==> src/design/bsf_pkg.sv <==
// ----------------------------------------------------------------------------
// bsf_pkg
// Shared types and constants of the bitmap set, test and find-first block.
// ----------------------------------------------------------------------------
package bsf_pkg;

	localparam int SIZE_W = 11;
	localparam int IDX_W  = 10;

	typedef enum logic [1:0] {
		CMD_WRITE  = 2'd0,
		CMD_TEST   = 2'd1,
		CMD_INVERT = 2'd2,
		CMD_FIND   = 2'd3
	} cmd_t;

	typedef enum logic [2:0] {
		ST_CLEAR,
		ST_IDLE,
		ST_SPLIT,
		ST_MODIFY,
		ST_WALK
	} state_t;

	typedef struct packed {
		logic wr_en;
		logic rd_en;
	} mem_ctl_t;

endpackage

==> src/design/bsf_mem.sv <==
// ----------------------------------------------------------------------------
// bsf_mem
// Bitmap word store: one write port, one read port, registered read data.
// ----------------------------------------------------------------------------
module bsf_mem #(
	parameter int DEPTH = 32,
	parameter int WIDTH = 32
) (
	input  logic                                     clk,
	input  bsf_pkg::mem_ctl_t                        ctl,
	input  logic [(DEPTH > 1 ? $clog2(DEPTH) : 1)-1:0] waddr,
	input  logic [WIDTH-1:0]                         wdata,
	input  logic [(DEPTH > 1 ? $clog2(DEPTH) : 1)-1:0] raddr,
	output logic [WIDTH-1:0]                         rdata
);

	logic [WIDTH-1:0] mem [DEPTH];

	always_ff @(posedge clk) begin
		if (ctl.wr_en) begin
			mem[waddr] <= wdata;
		end
		if (ctl.rd_en) begin
			rdata <= mem[raddr];
		end
	end

endmodule

==> src/design/bsf_div.sv <==
// ----------------------------------------------------------------------------
// bsf_div
// Splits a bit index into word index and bit offset: reciprocal estimate
// registered at load, then one compare and subtract correction.
// ----------------------------------------------------------------------------
module bsf_div #(
	parameter int WORD_BITS = 32
) (
	input  logic                          clk,
	input  logic                          load,
	input  logic [bsf_pkg::IDX_W-1:0]     bit_index,
	output logic [bsf_pkg::IDX_W-1:0]     word_index,
	output logic [$clog2(WORD_BITS)-1:0]  bit_offset
);

	localparam int IW    = bsf_pkg::IDX_W;
	localparam int OW    = $clog2(WORD_BITS);
	localparam int RECIP = 65536 / WORD_BITS;
	localparam int MW    = IW + 17;
	localparam int BKW   = IW + 8;
	localparam int RW    = IW + 1;

	logic [IW-1:0]  idx_q;
	logic [IW-1:0]  quo_q;
	logic [MW-1:0]  prod;
	logic [BKW-1:0] back;
	logic [RW-1:0]  rem;
	logic [RW-1:0]  rem_fix;
	logic           fix;

	assign prod = MW'(bit_index) * MW'(RECIP);

	always_ff @(posedge clk) begin
		if (load) begin
			idx_q <= bit_index;
			quo_q <= prod[IW+15:16];
		end
	end

	assign back    = BKW'(quo_q) * BKW'(WORD_BITS);
	assign rem     = {1'b0, idx_q} - back[RW-1:0];
	assign fix     = rem >= RW'(WORD_BITS);
	assign rem_fix = fix ? rem - RW'(WORD_BITS) : rem;

	assign word_index = fix ? quo_q + IW'(1) : quo_q;
	assign bit_offset = rem_fix[OW-1:0];

endmodule

==> src/design/bitmap_set_test_find_first.sv <==
// ----------------------------------------------------------------------------
// bitmap_set_test_find_first
// Bitmap with running set-bit count: write, test, invert and find-first.
// ----------------------------------------------------------------------------
// write and test: one word read-modify-write through the split and modify states
// invert and find: one word per cycle through the single read port; find stops at
//   the first matching word
// busy stays high after reset and after every size write while the word store is
//   swept to zero
// the done strobe lasts one cycle and cannot be stalled; the next start may coincide
module bitmap_set_test_find_first #(
	parameter int MAX_BITS  = 1024,
	parameter int WORD_BITS = 32
) (
	input  logic                           clk,
	input  logic                           arst_n,
	input  logic                           cfg_valid,
	output logic                           cfg_ready,
	input  logic [bsf_pkg::SIZE_W-1:0]     size_in_use,
	input  logic                           start,
	output logic                           busy,
	input  logic [1:0]                     command,
	input  logic [bsf_pkg::IDX_W-1:0]      bit_index,
	input  logic                           bit_value,
	output logic                           done,
	output logic                           old_bit,
	output logic [bsf_pkg::SIZE_W-1:0]     set_count,
	output logic                           any_set,
	output logic                           all_set,
	output logic [bsf_pkg::IDX_W-1:0]      found_position,
	output logic                           found
);

	localparam int SW         = bsf_pkg::SIZE_W;
	localparam int IW         = bsf_pkg::IDX_W;
	localparam int WORD_COUNT = (MAX_BITS + WORD_BITS - 1) / WORD_BITS;
	localparam int AW         = WORD_COUNT > 1 ? $clog2(WORD_COUNT) : 1;
	localparam int OW         = $clog2(WORD_BITS);
	localparam int BW         = SW + 1;
	localparam int SIZE_MAX   = (1 << SW) - 1;
	localparam logic [SW-1:0] SIZE_CAP  = SW'(MAX_BITS < SIZE_MAX ? MAX_BITS : SIZE_MAX);
	localparam logic [AW-1:0] LAST_ADDR = AW'(WORD_COUNT - 1);
	localparam logic [BW-1:0] WORD_STEP = BW'(WORD_BITS);

	bsf_pkg::state_t   state_q, state_d;
	bsf_pkg::cmd_t     cmd_q;
	bsf_pkg::mem_ctl_t mem_ctl;

	logic [AW-1:0]        clr_addr_q;
	logic [SW-1:0]        size_q;
	logic [SW-1:0]        count_q;
	logic [SW-1:0]        count_next;
	logic [IW-1:0]        idx_q;
	logic                 val_q;
	logic [AW-1:0]        rd_addr_q;
	logic [BW-1:0]        base_q;
	logic                 valid_s1;
	logic [AW-1:0]        addr_s1;
	logic [BW-1:0]        base_s1;
	logic [OW-1:0]        off_s1;
	logic                 done_q;
	logic                 old_bit_q;
	logic [SW-1:0]        set_count_q;
	logic                 any_set_q;
	logic                 all_set_q;
	logic [IW-1:0]        found_pos_q;
	logic                 found_q;

	logic                 cfg_wr;
	logic                 accept;
	logic                 issue;
	logic                 in_range;
	logic                 cur_bit;
	logic                 find_hit;
	logic                 walk_end;
	logic                 finish;
	logic                 res_old;
	logic [IW-1:0]        div_word;
	logic [OW-1:0]        div_off;
	logic [IW+AW-1:0]     div_word_ext;
	logic [AW-1:0]        waddr;
	logic [AW-1:0]        raddr;
	logic [WORD_BITS-1:0] wdata;
	logic [WORD_BITS-1:0] rdata;
	logic [WORD_BITS-1:0] set_word;
	logic [WORD_BITS-1:0] mask;
	logic [WORD_BITS-1:0] cand;
	logic [WORD_BITS-1:0] low;
	logic [BW-1:0]        lim;
	logic [OW-1:0]        ffs;
	logic [BW-1:0]        find_pos;

	assign cfg_ready = 1'b1;
	assign cfg_wr    = cfg_valid & cfg_ready;
	assign busy      = state_q != bsf_pkg::ST_IDLE;
	assign accept    = start & ~busy;

	bsf_div #(
		.WORD_BITS(WORD_BITS)
	) u_div (
		.clk       (clk),
		.load      (accept),
		.bit_index (bit_index),
		.word_index(div_word),
		.bit_offset(div_off)
	);

	assign div_word_ext = {{AW{1'b0}}, div_word};

	bsf_mem #(
		.DEPTH(WORD_COUNT),
		.WIDTH(WORD_BITS)
	) u_mem (
		.clk  (clk),
		.ctl  (mem_ctl),
		.waddr(waddr),
		.wdata(wdata),
		.raddr(raddr),
		.rdata(rdata)
	);

	// word datapath
	assign in_range = {1'b0, idx_q} < size_q;
	assign cur_bit  = rdata[off_s1];
	assign issue    = base_q < {1'b0, size_q};
	assign lim      = {1'b0, size_q} - base_s1;

	always_comb begin
		set_word         = rdata;
		set_word[off_s1] = val_q;
	end

	always_comb begin
		for (int b = 0; b < WORD_BITS; b++) begin
			mask[b] = BW'(b) < lim;
		end
	end

	assign cand = (val_q ? rdata : ~rdata) & mask;
	assign low  = cand & (~cand + WORD_BITS'(1));

	always_comb begin
		ffs = '0;
		for (int b = 0; b < WORD_BITS; b++) begin
			for (int k = 0; k < OW; k++) begin
				if (((b >> k) & 1) != 0) begin
					ffs[k] = ffs[k] | low[b];
				end
			end
		end
	end

	assign find_pos = base_s1 + BW'(ffs);
	assign find_hit = (cmd_q == bsf_pkg::CMD_FIND) && valid_s1 && (cand != '0);
	assign walk_end = find_hit || !issue;

	// next state
	always_comb begin
		state_d = state_q;
		unique case (state_q)
			bsf_pkg::ST_CLEAR: begin
				if (clr_addr_q == LAST_ADDR) begin
					state_d = bsf_pkg::ST_IDLE;
				end
			end
			bsf_pkg::ST_IDLE: begin
				if (start) begin
					if (command == bsf_pkg::CMD_WRITE || command == bsf_pkg::CMD_TEST) begin
						state_d = bsf_pkg::ST_SPLIT;
					end else begin
						state_d = bsf_pkg::ST_WALK;
					end
				end
			end
			bsf_pkg::ST_SPLIT: begin
				state_d = bsf_pkg::ST_MODIFY;
			end
			bsf_pkg::ST_MODIFY: begin
				state_d = bsf_pkg::ST_IDLE;
			end
			bsf_pkg::ST_WALK: begin
				if (walk_end) begin
					state_d = bsf_pkg::ST_IDLE;
				end
			end
			default: begin
				state_d = bsf_pkg::ST_CLEAR;
			end
		endcase
		if (cfg_wr) begin
			state_d = bsf_pkg::ST_CLEAR;
		end
	end

	// state outputs
	always_comb begin
		mem_ctl = '0;
		finish  = 1'b0;
		raddr   = rd_addr_q;
		waddr   = addr_s1;
		wdata   = set_word;
		unique case (state_q)
			bsf_pkg::ST_CLEAR: begin
				mem_ctl.wr_en = 1'b1;
				waddr         = clr_addr_q;
				wdata         = '0;
			end
			bsf_pkg::ST_IDLE: begin
			end
			bsf_pkg::ST_SPLIT: begin
				mem_ctl.rd_en = 1'b1;
				raddr         = div_word_ext[AW-1:0];
			end
			bsf_pkg::ST_MODIFY: begin
				mem_ctl.wr_en = (cmd_q == bsf_pkg::CMD_WRITE) && in_range;
				finish        = 1'b1;
			end
			bsf_pkg::ST_WALK: begin
				mem_ctl.rd_en = issue && !find_hit;
				mem_ctl.wr_en = (cmd_q == bsf_pkg::CMD_INVERT) && valid_s1;
				wdata         = rdata ^ mask;
				finish        = walk_end;
			end
			default: begin
			end
		endcase
	end

	// result of the finishing cycle
	always_comb begin
		count_next = count_q;
		res_old    = 1'b0;
		if (state_q == bsf_pkg::ST_MODIFY && in_range) begin
			res_old = cur_bit;
			if (cmd_q == bsf_pkg::CMD_WRITE) begin
				if (val_q && !cur_bit) begin
					count_next = count_q + SW'(1);
				end else if (!val_q && cur_bit) begin
					count_next = count_q - SW'(1);
				end
			end
		end
		if (state_q == bsf_pkg::ST_WALK && cmd_q == bsf_pkg::CMD_INVERT) begin
			count_next = size_q - count_q;
		end
	end

	always_ff @(posedge clk or negedge arst_n) begin
		if (!arst_n) begin
			state_q    <= bsf_pkg::ST_CLEAR;
			clr_addr_q <= '0;
			size_q     <= '0;
			count_q    <= '0;
			valid_s1   <= 1'b0;
			done_q     <= 1'b0;
		end else begin
			state_q  <= state_d;
			done_q   <= finish && !cfg_wr;
			valid_s1 <= (state_q == bsf_pkg::ST_WALK) && issue && !walk_end;
			if (cfg_wr) begin
				clr_addr_q <= '0;
				size_q     <= size_in_use > SIZE_CAP ? SIZE_CAP : size_in_use;
				count_q    <= '0;
			end else begin
				if (state_q == bsf_pkg::ST_CLEAR) begin
					clr_addr_q <= clr_addr_q + AW'(1);
				end
				if (finish) begin
					count_q <= count_next;
				end
			end
		end
	end

	always_ff @(posedge clk) begin
		if (accept) begin
			cmd_q     <= bsf_pkg::cmd_t'(command);
			idx_q     <= bit_index;
			val_q     <= bit_value;
			rd_addr_q <= '0;
			base_q    <= '0;
		end
		if (state_q == bsf_pkg::ST_SPLIT) begin
			addr_s1 <= div_word_ext[AW-1:0];
			off_s1  <= div_off;
		end
		if (state_q == bsf_pkg::ST_WALK && issue) begin
			rd_addr_q <= rd_addr_q + AW'(1);
			base_q    <= base_q + WORD_STEP;
			addr_s1   <= rd_addr_q;
			base_s1   <= base_q;
		end
		if (finish) begin
			old_bit_q   <= res_old;
			set_count_q <= count_next;
			any_set_q   <= count_next != '0;
			all_set_q   <= count_next == size_q;
			found_q     <= find_hit;
			found_pos_q <= find_hit ? find_pos[IW-1:0] : '0;
		end
	end

	assign done           = done_q;
	assign old_bit        = old_bit_q;
	assign set_count      = set_count_q;
	assign any_set        = any_set_q;
	assign all_set        = all_set_q;
	assign found_position = found_pos_q;
	assign found          = found_q;

endmodule

==> config.mk <==
export PLATFORM = sky130hd
export DESIGN_NAME = bitmap_set_test_find_first
export DESIGN_NICKNAME = d
export VERILOG_FILES = /design/src/design/bsf_pkg.sv /design/src/design/bsf_mem.sv /design/src/design/bsf_div.sv /design/src/design/bitmap_set_test_find_first.sv
export SDC_FILE = /design/constraint.sdc
export NUM_CORES = 2
export LEC_CHECK = 0
export BUFFER_PORTS_ARGS = -buffer_cell sky130_fd_sc_hd__clkbuf_2
export CORE_MARGIN = 1.5
export CORE_UTILIZATION = 51
export CTS_BUF_LIST = sky130_fd_sc_hd__clkbuf_8
export DETAILED_ROUTE_END_ITERATION = 7
export PLACE_DENSITY_LB_ADDON = 0.1
export SYNTH_ARGS = -nofsm -noshare
export SYNTH_HDL_FRONTEND = slang
export SYNTH_SLANG_ARGS = --single-unit
==> constraint.sdc <==
create_clock -name clk -period 6 [get_ports clk]
set_clock_uncertainty 0.1 [all_clocks]
set_input_delay 1.2 -clock clk [delete_from_list [all_inputs] [get_ports clk]]
set_output_delay 1.2 -clock clk [all_outputs]
set_load 0.03 [all_outputs]
==> impl_metrics.yaml <==
detailed_routing:
  vias: 29475
  drt_wl_total_um: 137100
  drtIter0Drc: 3307
  firstDrtPassIters: 8
  route.detailed.drc: 0
  post_drt_wl_per_cell_um: 29.11
  detail-route-antenna-nets: 0
  vias_per_cell: 6.259
critical_path:
  startpoint_type: "flop"
  path_class: "flop to flop"
  ff2ff_path_depth: 11
  reg2reg_to: "u_mem.rdata[15]$_DFFE_PP_"
  reg2reg_slack_ns: 1.10
  required_ns: 6.36
  worstSetupEndpointType: "flop"
  critPathMaxFanout: 32
  crit_end: "u_mem.rdata[15]$_DFFE_PP_"
  crit_start: "size_q[5]$_DFFE_PN0P_"
  r2r-start: "size_q[5]$_DFFE_PN0P_"
  cp.arrival_ns: 5.27
cts:
  post_cts.repair.setup_buffers: 0
  cts_sinks: 1155
  cts_buffers: 183
  insertion_delay_ns: 0.90
  htreeDepth: 4
  ctsResizeCount: 0
  cts_tree: "done"
  cts-root-buf: "clkbuf_8"
  clk_path_buf_depth: 3
  cts.reportedPaths.clkPinSlew_ns: 0.06
  hold_buffers: 0
pwr:
  p_int_mw: 12.05
  swShare: 0.2220
  clkPwrFrac: 0.400
  p_comb_frac: 0.029
  vdd_drop_max_uv: 241.0
  p_sw_mw: 3.438
  power_frac_seq: 0.572
  p_leak_nw: 18.74
  p_per_area_nw_per_um2: 276.8
sta:
  layout_setup_ws_ns: 1.098
  timing.fmax_ghz: 0.2040
  maxSlewViolCount: 0
  relSlewSlack: 0.1466
  finalCriticalPeriod_ns: 4.902
  rsz0062_at_grt: "false"
  setup_viol: 0
  tns_ns: 0
  finalCritPeriodShare: 0.8171
  worst_pin_slew_ns: 1.280
  final_hold_viol_count: 0
layout:
  seq_area_um2: 34520
  area_delta_synth_final_pct: 12.53
  mostFrequentLayoutCell: "edfxtp_1"
  multi_input_area_um2: 14830
  fin_cells: 4709
  drive_gt1_frac: 0.2230
  stdcell_area_um2: 55940
  num-nets-final: 3355
  layout_common_cells: "edfxtp_1 (1123), nand2_1 (419), mux4_2 (256)"
  nFillCells: 7468
synthesis:
  yosysUniqueCellTypes: 91
  synth_top_area_frac: 0.6784
  ys_ff_latch: 1155
  yosysSeqAreaShare: 0.6945
  yosysWarnings: 0
  yosys-top-cells-area: "edfxtp_1 (68%), mux4_2 (12%), nand2_1 (3.2%)"
  synth_edf_count: 1123
  synth_area_leader_cell: "edfxtp_1"
  synth_top_family_by_area: "multiplexers"
  synthAdderAreaFrac: 0.009716
  synth_cells: 3123
  async_flop_share: 0.02771
  synth-xor-area-share: 0.01163
  synthMuxAreaShare: 0.1300
  syn_avg_cell_area_um2: 15.92
  synth_nets: 3189
  yosys.area_share.simple: 0.08782
  syn_area_um2: 49710
  synth-main-ff-cell: "edfxtp_1"
  synth_compound_area_frac: 0.04760
global_route:
  antenna_found_initial: 2
  grt.total_usage: 0.2819
  grt_overflow: 0
  grt_start_max_net_pins: 85
  grt_pass1_vias: 30015
  grt_pass1_wl_um: 202000
placed_design:
  dp_hpwl_um: 85680
  dp_worst_setup_slack_ns: 1.164
  io_buffers: 54
  routabilityCongestion: 0.9290
  dp.cells: 4380
  place_area_um2: 52590
worst_hold_path:
  hold_class: "flop to flop"
floorplan:
  initial_core_util: 0.5148
  ios: 56
  rows: 114
  die_h_um: 315.2
  dieArea_um2: 99350
  fp.dieW_um: 315.2
  core-area_um2: 96570
run_status:
  status: "finished, final reports clean"
job:
  max_cap_violations: 0
## worst max-delay path, cell delays in order, from the launching register on
cell       delay (ns)
dfrtp_1          0.48
ha_1             0.38
o211ai_1         0.18
a211oi_1         0.16
a2111oi_4        0.63
nand2_1          0.47
a221oi_1         0.39
o211ai_1         0.13
or4_4            0.60
nor2b_1          0.26
nand2b_1         0.26
o21ai_4          0.42
## power by group through the flow
| stage | logic [mW] | clock network [mW] | registers [mW] |
|---|---|---|---|
| final | 0.444 | 6.19 | 8.85 |
| after global routing | 0.475 | 6.67 | 8.85 |
| after CTS | 0.441 | 6.32 | 8.85 |
| after detailed placement | 0.439 | 0 | 9.02 |
| after global placement | 0.436 | 0 | 9.01 |
| after floorplan | 0.251 | 0 | 9.01 |
## cells in the mapped netlist, types with 14 or more instances
| cell | n |
|---|---|
| edfxtp_1 | 1123 |
| inv_1 | 38 |
| mux4_2 | 256 |
| nand2b_1 | 25 |
| clkbuf_1 | 123 |
| nand4_1 | 14 |
| mux2i_1 | 55 |
| xor2_1 | 23 |
| buf_1 | 31 |
| nor2_1 | 160 |
| o21ai_0 | 92 |
| nor3_1 | 37 |
| xnor2_1 | 43 |
| ha_1 | 37 |
| a21oi_1 | 57 |
| a21o_1 | 15 |
| nand3_1 | 199 |
| nand3b_1 | 14 |
| a31oi_1 | 19 |
| o22ai_1 | 35 |
| dfrtp_1 | 32 |
| buf_2 | 23 |
| nand2_1 | 420 |
## layer usage
metal	up-vias	global-route usage	wire length, um	part of all wire
li1	12625	-	-	-
met1	15385	0.4123	58780	0.43
met2	1280	0.4406	65480	0.48
met3	185	0.04624	9860	0.072
met4	0	0.08020	2939	0.021
met5	-	0	0	0
## registers in the layout (all words and copies together), names as in the netlist, 2 cells and up
signal          count
addr_s1             5
base_q              7
base_s1             7
clr_addr_q          5
cmd_q               2
count_q            11
found_position     10
off_s1              5
rd_addr_q           5
set_count          11
size_q             11
state_q             3
u_div.idx_q        10
u_mem.mem        1024
u_mem.rdata        32
## cells by family after synthesis
family / after synthesis
fa+ha+maj: 38
simple gates: 959
flops: 1155
xor+xnor: 66
buf+inv: 228
other cells: 1
compound gates: 353
mux: 323
## worst min path at each step
stage	startpoint	end	slack [ns]	depth (start not counted)
floorplan	u_div.idx_q[0]$_DFFE_PP_	off_s1[0]$_DFFE_PN_	0.33	0
global placement	base_q[11]$_SDFFCE_PN0P_	base_s1[11]$_DFFE_PP_	0.34	0
detailed placement	base_q[11]$_SDFFCE_PN0P_	base_s1[11]$_DFFE_PP_	0.34	0
CTS	bit_index[0]	u_div.idx_q[0]$_DFFE_PP_	0.32	1
global route	bit_index[2]	u_div.idx_q[2]$_DFFE_PP_	0.35	1
finish	base_q[11]$_SDFFCE_PN0P_	base_s1[11]$_DFFE_PP_	0.35	0
## area by class of cell
cell class | instances | share of cell area
clock buffers | 189 | 0.04650
repair buffers | 166 | 0.02635
multi-input cells | 1740 | 0.2652
clock inverters | 138 | 0.01333
inverters | 43 | 0.002885
diodes | 2 | 0.00008947
flip-flops and latches | 1155 | 0.6171
well taps | 1276 | 0.02854
## per-stage QoR
stage	util	hold slack, ns	power (mW)
finish	0.5793	0.3511	15.48
floorplan	-	0.3271	9.260
global placement	0.5446	0.3403	9.448
CTS	0.5793	0.3205	15.61
global route	0.5793	0.3541	15.99
detailed placement	0.5446	0.3408	9.458
Note: power is estimated with default switching activity, not from simulation.
